**config.mk**
```make
export PLATFORM = sky130hd
export DESIGN_NAME = best_fit_partition_allocator
export DESIGN_NICKNAME = d
export VERILOG_FILES = /design/src/sv/bfpa_pkg.sv /design/src/sv/bfpa_hole_cell.sv /design/src/sv/best_fit_partition_allocator.sv
export SDC_FILE = /design/constraint.sdc
export NUM_CORES = 2
export LEC_CHECK = 0
export BUFFER_PORTS_ARGS = -buffer_cell sky130_fd_sc_hd__buf_2
export CAP_MARGIN = 40
export CORE_AREA = 10 10 458 460
export DETAILED_ROUTE_END_ITERATION = 16
export DIE_AREA = 0 0 468 470
export MAX_ROUTING_LAYER = met4
export PLACE_DENSITY_LB_ADDON = 0.05
export SYNTH_ARGS = -nofsm -noshare
export SYNTH_HDL_FRONTEND = slang
export SYNTH_SLANG_ARGS = --single-unit
```
**constraint.sdc**
```tcl
create_clock -name i_clk -period 14.16 [get_ports i_clk]
set_clock_uncertainty 0.2 [all_clocks]
set_input_delay 2.832 -clock i_clk [delete_from_list [all_inputs] [get_ports i_clk]]
set_output_delay 2.832 -clock i_clk [all_outputs]
set_load 0.02 [all_outputs]
```
**src/sv/bfpa_pkg.sv**
```systemverilog
// package for the best-fit partition allocator
// word types, status codes and size constants; no dependencies
`default_nettype none
package bfpa_pkg;
    localparam int unsigned MAX_HOLES_DEF = 16;
    localparam int unsigned MAX_JOBS_DEF  = 16;
    localparam logic [15:0] RESET_TOTAL   = 16'd640;

    typedef enum logic [2:0] {
        ST_OK      = 3'd0,
        ST_NOFIT   = 3'd1,
        ST_UNKNOWN = 3'd2,
        ST_FULL    = 3'd3,
        ST_DUP     = 3'd4
    } t_status;

    localparam logic MODE_ALLOC = 1'b0;
    localparam logic MODE_FREE  = 1'b1;

    typedef struct packed {
        logic        mode;
        logic [7:0]  job_id;
        logic [15:0] req_size;
    } t_in_word;

    typedef struct packed {
        logic [2:0]  status;
        logic [15:0] region_start;
        logic [15:0] region_size;
    } t_out_word;

    typedef struct packed {
        logic        valid;
        logic [15:0] hs;
        logic [15:0] he;
    } t_hole;

    typedef struct packed {
        logic        valid;
        logic [7:0]  id;
        logic [15:0] js;
        logic [15:0] jsz;
    } t_job;

    // hole chain operation, applied by every cell in the same cycle
    typedef enum logic [3:0] {
        HOP_NONE  = 4'b0001,
        HOP_SHL   = 4'b0010,
        HOP_SHR   = 4'b0100,
        HOP_WRITE = 4'b1000
    } t_hop;

    typedef struct packed {
        logic        init;
        logic [15:0] total;
        t_hop        op;
        logic [7:0]  pos;
        t_hole       wr;
    } t_hole_ctl;
endpackage
`default_nettype wire

```
**src/sv/bfpa_hole_cell.sv**
```systemverilog
// one cell of the hole chain: holds one hole and shifts with its neighbours
// depends on bfpa_pkg
`default_nettype none
module bfpa_hole_cell
    import bfpa_pkg::*;
#(
    parameter int unsigned IDX = 0
) (
    input  wire        i_clk,
    input  wire        i_rst_n,
    input  t_hole_ctl  i_ctl,
    input  t_hole      i_left,
    input  t_hole      i_right,
    output t_hole      o_hole
);
    t_hole r_hole, n_hole;

    always_comb begin
        n_hole = r_hole;
        if (i_ctl.init) begin
            n_hole = '0;
            if (IDX == 0 && i_ctl.total != 16'd0) begin
                n_hole.valid = 1'b1;
                n_hole.hs    = 16'd1;
                n_hole.he    = i_ctl.total;
            end
        end else begin
            unique case (i_ctl.op)
                HOP_SHL: if (IDX >= i_ctl.pos) n_hole = i_right;
                HOP_SHR: begin
                    if (IDX > i_ctl.pos) n_hole = i_left;
                    else if (IDX == i_ctl.pos) n_hole = i_ctl.wr;
                end
                HOP_WRITE: if (IDX == i_ctl.pos) n_hole = i_ctl.wr;
                default: n_hole = r_hole;
            endcase
        end
    end

    always_ff @(posedge i_clk) begin
        if (!i_rst_n) begin
            r_hole <= (IDX == 0) ? t_hole'{valid: 1'b1, hs: 16'd1, he: RESET_TOTAL}
                                 : t_hole'('0);
        end else begin
            r_hole <= n_hole;
        end
    end

    assign o_hole = r_hole;
endmodule
`default_nettype wire

```
**src/sv/best_fit_partition_allocator.sv**
```systemverilog
// best-fit partition allocator top level: sequencer, job table, hole chain
// depends on bfpa_pkg and bfpa_hole_cell
//
// usage: one input word (mode, job id, size) is taken on i_in_valid with
// o_in_stall low; one output word (status, start, size) follows on o_out_valid.
// i_cfg_we writes total_size and rebuilds the hole list to one hole (none when the size is 0).
// each request walks the hole chain one entry a cycle through a single
// compare unit; the job table is searched combinationally, and a new
// request is taken only after the last one is through.
// after reset total_size is 640, one hole 1..640, no jobs.
// the output register holds the word while i_out_stall is high; the next
// request is taken and scanned meanwhile, then waits at the end of its scan
// until the register is free, with o_in_stall high.
`default_nettype none
module best_fit_partition_allocator
    import bfpa_pkg::*;
#(
    parameter int unsigned MAX_HOLES = MAX_HOLES_DEF,
    parameter int unsigned MAX_JOBS  = MAX_JOBS_DEF
) (
    input  wire         i_clk,
    input  wire         i_rst_n,
    input  wire         i_cfg_we,
    input  wire  [15:0] i_cfg_data,
    input  wire         i_in_valid,
    output logic        o_in_stall,
    input  t_in_word    i_in_data,
    output logic        o_out_valid,
    input  wire         i_out_stall,
    output t_out_word   o_out_data
);
    localparam int HW = $clog2(MAX_HOLES + 1);
    localparam int HI = $clog2(MAX_HOLES);
    localparam int JW = (MAX_JOBS > 1) ? $clog2(MAX_JOBS) : 1;

    typedef enum logic [3:0] {
        S_IDLE  = 4'b0001,
        S_SCAN  = 4'b0010,
        S_APPLY = 4'b0100,
        S_RESP  = 4'b1000
    } t_state;

    t_state       r_state, n_state;
    t_in_word     r_req;
    logic [HW-1:0] r_idx, r_cnt, r_best, r_pos;
    logic         r_found, r_posf;
    logic [15:0]  r_bsz;
    t_out_word    r_out;
    logic         r_out_v;
    t_job         r_job [MAX_JOBS];
    t_hole        w_hole [MAX_HOLES];
    t_hole_ctl    w_ctl;

    // job table lookups
    logic          w_hit, w_free_av;
    logic [JW-1:0] w_hit_i, w_free_i;
    always_comb begin
        w_hit = 1'b0; w_hit_i = '0; w_free_av = 1'b0; w_free_i = '0;
        for (int j = MAX_JOBS - 1; j >= 0; j--) begin
            if (r_job[j].valid && r_job[j].id == r_req.job_id) begin
                w_hit = 1'b1; w_hit_i = JW'(j);
            end
            if (!r_job[j].valid) begin
                w_free_av = 1'b1; w_free_i = JW'(j);
            end
        end
    end

    // scan element
    t_hole        w_cur;
    logic [15:0]  w_csz;
    assign w_cur = (r_idx < HW'(MAX_HOLES)) ? w_hole[r_idx[HI-1:0]] : '0;
    assign w_csz = w_cur.he - w_cur.hs + 16'd1;

    t_hole w_best;
    assign w_best = w_hole[r_best[HI-1:0]];

    // free region
    logic [15:0] w_fs, w_fe;
    assign w_fs = r_job[w_hit_i].js;
    assign w_fe = w_fs + r_job[w_hit_i].jsz - 16'd1;

    logic [HW-1:0] w_pos_m1;
    assign w_pos_m1 = r_pos - HW'(1);

    t_hole w_lh, w_rh;
    assign w_lh = (r_pos != '0) ? w_hole[w_pos_m1[HI-1:0]] : '0;
    assign w_rh = (r_pos < r_cnt) ? w_hole[r_pos[HI-1:0]] : '0;

    logic w_left, w_right;
    assign w_left  = (r_pos != '0) && (w_lh.he + 16'd1 == w_fs);
    assign w_right = (r_pos < r_cnt) && (w_fe + 16'd1 == w_rh.hs);

    logic    w_done_scan;
    assign w_done_scan = (r_idx >= HW'(MAX_HOLES)) || !w_cur.valid;

    // result word of the current request
    t_out_word w_res;
    logic      w_alloc_ok, w_free_ok;
    always_comb begin
        w_res = '0;
        w_alloc_ok = 1'b0;
        w_free_ok = 1'b0;
        if (r_req.mode == MODE_ALLOC) begin
            if (w_hit) w_res.status = ST_DUP;
            else if (!w_free_av) w_res.status = ST_FULL;
            else if (r_req.req_size == 16'd0 || !r_found) w_res.status = ST_NOFIT;
            else begin
                w_alloc_ok = 1'b1;
                w_res.status = ST_OK;
                w_res.region_start = w_best.hs;
                w_res.region_size = r_req.req_size;
            end
        end else if (!w_hit) begin
            w_res.status = ST_UNKNOWN;
        end else if (!w_left && !w_right && r_cnt >= HW'(MAX_HOLES)) begin
            w_res.status = ST_FULL;
        end else begin
            w_free_ok = 1'b1;
            w_res.status = ST_OK;
            w_res.region_start = w_fs;
            w_res.region_size = r_job[w_hit_i].jsz;
        end
    end

    always_comb begin
        n_state = r_state;
        w_ctl = '0;
        w_ctl.op = HOP_NONE;
        w_ctl.init = i_cfg_we;
        w_ctl.total = i_cfg_data;
        unique case (r_state)
            S_IDLE:  if (i_in_valid) n_state = S_SCAN;
            S_SCAN:  if (w_done_scan && (!r_out_v || !i_out_stall)) n_state = S_APPLY;
            S_APPLY: begin
                n_state = S_RESP;
                if (r_req.mode == MODE_ALLOC) begin
                    if (w_alloc_ok) begin
                        w_ctl.pos = 8'(r_best);
                        if (r_bsz == r_req.req_size) begin
                            w_ctl.op = HOP_SHL;
                        end else begin
                            w_ctl.op = HOP_WRITE;
                            w_ctl.wr = w_best;
                            w_ctl.wr.hs = w_ctl.wr.hs + r_req.req_size;
                        end
                    end
                end else if (w_hit) begin
                    if (w_left && w_right) begin
                        w_ctl.op = HOP_SHL;
                        w_ctl.pos = 8'(r_pos);
                    end else if (w_left) begin
                        w_ctl.op = HOP_WRITE;
                        w_ctl.pos = 8'(w_pos_m1);
                        w_ctl.wr = w_lh; w_ctl.wr.he = w_fe;
                    end else if (w_right) begin
                        w_ctl.op = HOP_WRITE;
                        w_ctl.pos = 8'(r_pos);
                        w_ctl.wr = w_rh; w_ctl.wr.hs = w_fs;
                    end else if (r_cnt < HW'(MAX_HOLES)) begin
                        w_ctl.op = HOP_SHR;
                        w_ctl.pos = 8'(r_pos);
                        w_ctl.wr = '{valid: 1'b1, hs: w_fs, he: w_fe};
                    end
                end
            end
            S_RESP:  n_state = S_IDLE;
            default: n_state = S_IDLE;
        endcase
    end

    // merged left-and-right: drop right hole, then extend left one
    logic r_merge_fix;
    logic [15:0] r_merge_end;
    logic [HW-1:0] r_merge_pos;

    genvar g;
    generate
        for (g = 0; g < MAX_HOLES; g++) begin : g_cell
            t_hole w_l, w_r;
            t_hole_ctl w_c;
            assign w_l = (g == 0) ? t_hole'('0) : w_hole[(g + MAX_HOLES - 1) % MAX_HOLES];
            assign w_r = (g == MAX_HOLES - 1) ? t_hole'('0) : w_hole[(g + 1) % MAX_HOLES];
            always_comb begin
                w_c = w_ctl;
                if (r_merge_fix && !w_ctl.init) begin
                    w_c.op = HOP_WRITE;
                    w_c.pos = 8'(r_merge_pos);
                    w_c.wr = w_hole[r_merge_pos[HI-1:0]];
                    w_c.wr.he = r_merge_end;
                end
            end
            bfpa_hole_cell #(.IDX(g)) u_cell (
                .i_clk(i_clk), .i_rst_n(i_rst_n), .i_ctl(w_c),
                .i_left(w_l), .i_right(w_r), .o_hole(w_hole[g])
            );
        end
    endgenerate

    always_ff @(posedge i_clk) begin
        if (!i_rst_n) begin
            r_state <= S_IDLE;
            r_out_v <= 1'b0;
            r_merge_fix <= 1'b0;
            for (int j = 0; j < MAX_JOBS; j++) r_job[j] <= '0;
        end else begin
            r_state <= n_state;
            r_merge_fix <= (r_state == S_APPLY) && w_free_ok && w_left && w_right;
            if (o_out_valid && !i_out_stall) r_out_v <= 1'b0;
            if (i_cfg_we) begin
                for (int j = 0; j < MAX_JOBS; j++) r_job[j] <= '0;
            end
            unique case (r_state)
                S_IDLE: if (i_in_valid) begin
                    r_req <= i_in_data;
                    r_idx <= '0; r_cnt <= '0; r_found <= 1'b0;
                    r_pos <= '0; r_posf <= 1'b0; r_bsz <= '0; r_best <= '0;
                end
                S_SCAN: if (!w_done_scan) begin
                    r_idx <= r_idx + HW'(1);
                    r_cnt <= r_cnt + HW'(1);
                    if (w_csz >= r_req.req_size && (!r_found || w_csz < r_bsz)) begin
                        r_found <= 1'b1; r_best <= r_idx; r_bsz <= w_csz;
                    end
                    if (!r_posf) begin
                        if (w_cur.hs < w_fs) r_pos <= r_idx + HW'(1);
                        else r_posf <= 1'b1;
                    end
                end
                S_APPLY: begin
                    r_out <= w_res;
                    r_merge_pos <= w_pos_m1;
                    r_merge_end <= w_rh.he;
                    if (w_alloc_ok) begin
                        r_job[w_free_i] <= '{valid: 1'b1, id: r_req.job_id,
                            js: w_best.hs, jsz: r_req.req_size};
                    end
                    if (w_free_ok) r_job[w_hit_i] <= '0;
                end
                S_RESP: r_out_v <= 1'b1;
                default: ;
            endcase
        end
    end

    assign o_in_stall  = (r_state != S_IDLE);
    assign o_out_valid = r_out_v;
    assign o_out_data  = r_out;

`ifndef NO_ASSERTIONS
    a_one_hot: assert property (@(posedge i_clk) disable iff (!i_rst_n)
        $onehot(r_state)) else $error("state not one-hot");
    a_resp_valid: assert property (@(posedge i_clk) disable iff (!i_rst_n)
        (r_state == S_RESP) |=> o_out_valid) else $error("result not raised");
    a_hole0_order: assert property (@(posedge i_clk) disable iff (!i_rst_n)
        (w_hole[0].valid && w_hole[(1 % MAX_HOLES)].valid && MAX_HOLES > 1)
        |-> (w_hole[0].he < w_hole[(1 % MAX_HOLES)].hs)) else $error("holes out of order");
`endif
endmodule
`default_nettype wire

```
Word-level counts from Yosys, hierarchy flattened. Memories as Yosys holds them, arrays and structs flattened. Cells that the tools add are included.

$add $sub $neg: 10. Multiply operators: 0. Div/mod/pow operators: 0. Magnitude comparators: 44. Equal/unequal tests: 65. Shift-type cells: 0. Mux-type cells: 237. Bitwise gates (word level): 22. Reductions and logical operators: 72.

Operator list (count): two-way mux 33 bit (64); one-hot mux 33 bit (3 select lines) (15); two-way mux 41 bit (17); binary-select mux 33 bit (select 4 bit) (5); two-way mux 45 bit (7); two-way mux 32 bit (5); two-way mux 4 bit (36); equality test 8 bit (16); one-hot mux 33 bit (2 select lines) (1); equality test 4 x 8 -> 1 bit (first input constant) (8); greater-or-equal comparator 4 x 8 -> 1 bit (first input constant) (8); greater-than comparator 4 x 8 -> 1 bit (first input constant) (8); two-way mux 1 bit (61); adder 16 x 1 -> 16 bit (second input constant) (3); equality test 16 bit (3); two-way mux 16 bit (3); two-way mux 44 bit (1); OR reduction 41 bit (1); two-way mux 5 bit (8); one-hot mux 5 bit (2 select lines) (4); greater-or-equal comparator 5 bit (second input constant) (7); two-way mux 35 bit (1); AND reduction 2 bit (17); adder 16 bit (2); 49 further kinds (149).

Bits in registers: 653. Latch bits: 0. Bits in writable memories: 656. Bits in read-only memories: 0. Bits of input ports: 46. Word-level logic and storage cells: 517. Memories kept: 1.

Memory list: r_job (words 16, width 41, rd ports 17, clocked after memory_dff 0, write ports 17, RTL line best_fit_partition_allocator.sv:50) `t_job r_job [MAX_JOBS];`.

Depth between registers and ports, before layout. An unclocked memory read counts as a cell.

Depth in word-level cells: 37. Depth in mapped cells: 55.

Cells and area by module. Synthesis repeated with hierarchy kept, for this count alone.

Cells, all modules: 9970. Area, all modules: 100326.2 µm².

Modules (own cells, without submodules): best_fit_partition_allocator (instances 1, cells each 5006, area an instance 59917.5 µm², sequential area each 23392.4 µm²); bfpa_hole_cell at g_cell[10].u_cell (instances 1, cells each 436, area an instance 3348.2 µm², sequential area each 660.6 µm²); bfpa_hole_cell at g_cell[6].u_cell (instances 1, cells each 437, area an instance 3047.9 µm², sequential area each 660.6 µm²); bfpa_hole_cell at g_cell[2].u_cell (instances 1, cells each 324, area an instance 2841.5 µm², sequential area each 660.6 µm²); bfpa_hole_cell at g_cell[5].u_cell (instances 1, cells each 353, area an instance 2726.4 µm², sequential area each 660.6 µm²); bfpa_hole_cell at g_cell[4].u_cell (instances 1, cells each 322, area an instance 2692.6 µm², sequential area each 660.6 µm²); bfpa_hole_cell at g_cell[1].u_cell (instances 1, cells each 329, area an instance 2615.0 µm², sequential area each 660.6 µm²); bfpa_hole_cell at g_cell[7].u_cell (instances 1, cells each 320, area an instance 2588.7 µm², sequential area each 660.6 µm²); bfpa_hole_cell at g_cell[8].u_cell (instances 1, cells each 306, area an instance 2486.1 µm², sequential area each 660.6 µm²); bfpa_hole_cell at g_cell[11].u_cell (instances 1, cells each 318, area an instance 2442.3 µm², sequential area each 660.6 µm²); bfpa_hole_cell at g_cell[12].u_cell (instances 1, cells each 289, area an instance 2409.8 µm², sequential area each 660.6 µm²); bfpa_hole_cell at g_cell[13].u_cell (instances 1, cells each 294, area an instance 2391.0 µm², sequential area each 660.6 µm²); bfpa_hole_cell at g_cell[9].u_cell (instances 1, cells each 319, area an instance 2338.5 µm², sequential area each 660.6 µm²); bfpa_hole_cell at g_cell[3].u_cell (instances 1, cells each 281, area an instance 2318.5 µm², sequential area each 660.6 µm²); +3 rows.

Worst setup path after synthesis. No wires, ideal clock.

Path type: flip-flop to flip-flop. Start: reg r_pos[0]. End: mem r_job[12][0] (netlist bit), enable pin. Arrival: 11.501 ns. Slack: 1.963 ns. Stages on the path, launching flop included: 37. Path buffers: 15. Path through: edfxtp_1 > buf_4 > buf_6 > buf_6 > buf_6 > buf_2 > buf_4 > buf_2 > buf_1 > buf_1 > clkbuf_1 > clkbuf_1 > inv_1 > ha_1 > buf_2 > buf_2 > buf_2 > mux4_2 > mux4_2 > and2_1 > ha_1 > nand3_1 > xor2_1 > a31oi_1 > or3b_1 > nor4_1 > and4b_1 > nand3_1 > ha_1 > nand2_1 > and3_1 > and2_0 > clkbuf_1 > a21oi_1 > nor2_1 > nand2_1 > o21ai_0.

RTL lines: from (decl) (RTL line best_fit_partition_allocator.sv:45) `logic [HW-1:0] r_idx, r_cnt, r_best, r_pos;`; from (signal assigned) (RTL line best_fit_partition_allocator.sv:226) `if (w_cur.hs < w_fs) r_pos <= r_idx + HW'(1);`; to (decl) (RTL line best_fit_partition_allocator.sv:50).

Final worst setup path.
Start: reg r_req[16] (netlist bit). End: reg g_cell[5].u_cell.r_hole (netlist bit g_cell[5].u_cell.o_hole[29]).

Longest elaborated chain between the ends: 35. Elaborated cells on any way between the ends: 97. Those cells by class: add/sub (3); order compare (2); eq/ne (23); mux (47); reduce/logical (21); memory (1).

RTL lines: from (decl) (RTL line best_fit_partition_allocator.sv:44) `t_in_word r_req;`; from (signal assigned) (RTL line best_fit_partition_allocator.sv:215) `r_req <= i_in_data;`; equality test 8 bit (RTL line best_fit_partition_allocator.sv:60) `if (r_job[j].valid && r_job[j].id == r_req.job_id) begin`; logical AND 1 bit (RTL line best_fit_partition_allocator.sv:60); two-way mux 4 bit (16 in series) (RTL line best_fit_partition_allocator.sv:60); memory (16 x 41 bit); adder 16 bit (RTL line best_fit_partition_allocator.sv:81) `assign w_fe = w_fs + r_job[w_hit_i].jsz - 16'd1;`; subtractor 16 x 1 -> 16 bit (RTL line best_fit_partition_allocator.sv:81); adder 16 x 1 -> 16 bit (RTL line best_fit_partition_allocator.sv:92) `assign w_right = (r_pos < r_cnt) && (w_fe + 16'd1 == w_rh.hs);`; equality test 16 bit (RTL line best_fit_partition_allocator.sv:92); logical AND 1 bit (RTL line best_fit_partition_allocator.sv:92); two-way mux 45 bit (RTL line best_fit_partition_allocator.sv:156) `end else if (w_right) begin`; two-way mux 45 bit (RTL line best_fit_partition_allocator.sv:152) `end else if (w_left) begin`; two-way mux 12 bit (RTL line best_fit_partition_allocator.sv:149) `if (w_left && w_right) begin`; two-way mux 45 bit (RTL line best_fit_partition_allocator.sv:148) `end else if (w_hit) begin`; two-way mux 45 bit * (RTL line best_fit_partition_allocator.sv:137) `if (r_req.mode == MODE_ALLOC) begin`; two-way mux 45 bit * (RTL line best_fit_partition_allocator.sv:132) `unique case (r_state)`; two-way mux 45 bit * (RTL line best_fit_partition_allocator.sv:186) `if (r_merge_fix && !w_ctl.init) begin`; branches (longest 4 deep; another with greater-than comparator 3 x 8 -> 1 bit); to (signal assigned) (RTL line bfpa_hole_cell.sv:42) `r_hole <= (IDX == 0) ? t_hole'{valid: 1'b1, hs: 16'd1, he: RESET_TOTAL}`; to (signal assigned) (RTL line bfpa_hole_cell.sv:45) `r_hole <= n_hole;`; to (decl) (RTL line bfpa_hole_cell.sv:16) `t_hole r_hole, n_hole;`.

Mark *: on every way between the ends. A chain may end at the register's enable or synchronous reset.

==> run metrics <==
status completed; Worst Setup Path Type reg2reg; Worst Hold Class reg2reg; share of cells above drive strength 1 slightly below 20%; Fin. Hold Viols 0; core region area ~200000 µm²; Post-synth EDFFs a little under 800; Most used DFF post-synth edfxtp_1; synthesized flop and latch total 1309; first-pass GRT wire length roughly 600000 µm; most common cell after layout, fill and taps aside nand2_1; Worst-Margin Slew around 1100 ps; Post-Route WL ~450000 µm; Setup TNS Final 0 ps; critical path startpoint category flip-flop; syn avg cell area roughly 10 µm²; Final Power between 0.009 and 0.01 W; synthesized area ~90000 µm²; die area 220000 µm²; gr usage total roughly two fifths; Area growth syn-to-layout 11.7%; hold_buf cts 0; die height 470 µm; Hold WS 335 ps; hold depth 2; drt first pass iters 8; yosys warns 0; grt ovf 0; vias in the first global route 78100; # setup viols final 0; Slew Limit Fails 0; Layout Utilization between 40% and 50%; # rows roughly 170; Iteration-0 DRC Markers roughly 13000; postcts setup bufs 0; Die X approximately 470 µm; CP Max Fanout 64; DRT antenna net count 0; CTS tree done; clock slew seen by the registers of the worst setup and hold paths 60 ps; r2r worst-path depth 44; via-per-instance ratio approximately 7.3; slowest stage cell, crit path nor4_1; max_slew headroom 28.8%; Initial Util roughly 45%; Leakage 34.8 nW; post-synth net total between 9000 and 10000; largest net degree at the start of global routing around 170; critical path arrival around 14000 ps; port bufs between 80 and 90; initial antenna violation count 29; fin nets 8799; H-Tree Depth 4; Detailed Place HPWL 282000 µm; placed insts 11100; Crit. End Element flip-flop; max_cap viols 0; CTS Buf Count between 150 and 200; Residual DRC 0; max incr delay on CP 700 ps; vias about 84000; critical path required time ~15000 ps; CTS resizes 0; worst skew pair latency 870 ps; Synth Instances 8839; pwr/cell area just under 100 nW/µm²; I/O Pins between 80 and 90; WL/cell slightly below 40 µm; Seq/Total Area, Yosys between 30% and 40%; Final Non-Filler Cells 11500; Max Clk Rate approximately 75 MHz; CTS Sinks ~1300; Post-synth ARST share 0%; Max clock buf depth 3; Final period util 94.1%; routability cong. 0.988; VDD IR-drop max 0.132 mV; Top cell by count, worst path nand2_1; final critical-path required period about 13000 ps; most frequent cells in the layout nand2_1, edfxtp_1, nor2_1; RSZ-0062 raised after global routing false; CTS root buf clkbuf_16; Synth cell types 132
[sequential cells by signal (all words and copies together) (netlist names), 5 cells and up]
| register | count |
|---|---|
| r_job | 656 |
| r_cnt | 5 |
| g_cell.u_cell.o_hole | 528 |
| r_bsz | 16 |
| o_out_data | 35 |
| r_req | 25 |
| r_pos | 5 |
| r_best | 5 |
| r_merge_end | 16 |
| r_idx | 5 |
| r_merge_pos | 5 |
[cell families after synthesis]
logic type      synth area share, %
flops                          37.9
fa+ha+maj                      1.89
simple gates                   14.7
buf+inv                        5.14
xor+xnor                       2.38
compound gates                 18.7
mux                            19.4
[layer usage]
layer | share of wire [%] | vias to the layer above | track usage [%]
met5 | 0 | - | -
met2 | 43 | 6685 | 57.0
li1 | - | 33600 | -
met1 | 37 | 41800 | 49.4
met4 | 7.3 | 0 | 23.4
met3 | 13 | 1692 | 13.5
[through the flow]
stage	cell area (µm²)	worst slack, ps
2_1_floorplan	89700	1960
3_3_place_gp	94100	525
3_5_place_dp	94800	1350
4_1_cts	100000	1280
5_1_grt	100000	195
6_report	100000	841
[cell usage after synthesis, drive strengths merged, types with 75 or more instances]
cell | instances | share of area [%]
a22oi | 188 | 1.6
dfxtp | 534 | 12
mux2i | 93 | 1.0
nand2b | 116 | 0.81
a21oi | 343 | 2.0
and3 | 138 | 0.97
nor3 | 81 | 0.50
o211ai | 242 | 2.0
buf | 334 | 1.9
o2bb2ai | 84 | 0.83
and2 | 147 | 1.0
a211oi | 114 | 0.99
a21o | 75 | 0.63
nand2 | 1011 | 4.2
xnor2 | 209 | 2.1
o21ai | 552 | 3.1
nand3 | 272 | 1.5
ha | 131 | 1.8
nor2 | 732 | 3.1
edfxtp | 775 | 26
clkbuf | 545 | 2.3
a31oi | 212 | 1.5
mux4 | 708 | 18
inv | 202 | 0.85
a22o | 145 | 1.4
o22ai | 84 | 0.59
[power by group]
part / internal, W / total [W] / switching (W)
clock network: 0.00242 / 0.00427 / 0.00185
logic: 0.000378 / 0.00120 / 0.000818
registers: 0.00412 / 0.00417 / 0.0000543
[worst max-delay path: cells and delay by family, from the launching register on]
| family | cells | cell delay [ps] |
|---|---|---|
| adder cells (fa/ha/maj) | 3 | 980 |
| AND/OR/NAND/NOR | 15 | 3780 |
| flip-flops | 1 | 640 |
| buffers and inverters | 11 | 2860 |
| XOR/XNOR | 4 | 990 |
| AO/OA/AOI/OAI | 11 | 3650 |
[layout make-up]
class,count,area [µm²]
inverters,217,815
fillers,18300,101000
clock buffers,214,4440
clock inverters,80,832
repair buffers,496,4500
flip-flops and latches,1309,34000
well taps,2672,3340
multi-input cells,6434,52200
diodes,57,143
[path summary, 6_finish.rpt]
path | slack (ps) | endpoint | startpoint
worst min-delay path | 340 | g_cell[4].u_cell.o_hole[9]$_SDFFE_PP0P_ | g_cell[4].u_cell.o_hole[9]$_SDFFE_PP0P_
worst min register to register | 340 | g_cell[4].u_cell.o_hole[9]$_SDFFE_PP0P_ | g_cell[4].u_cell.o_hole[9]$_SDFFE_PP0P_
worst max-delay path | 840 | g_cell[5].u_cell.o_hole[29]$_SDFFE_PP0P_ | r_req[16]$_DFFE_PP_
worst max register to register | 840 | g_cell[5].u_cell.o_hole[29]$_SDFFE_PP0P_ | r_req[16]$_DFFE_PP_
Note: power is estimated with default switching activity, not from simulation.
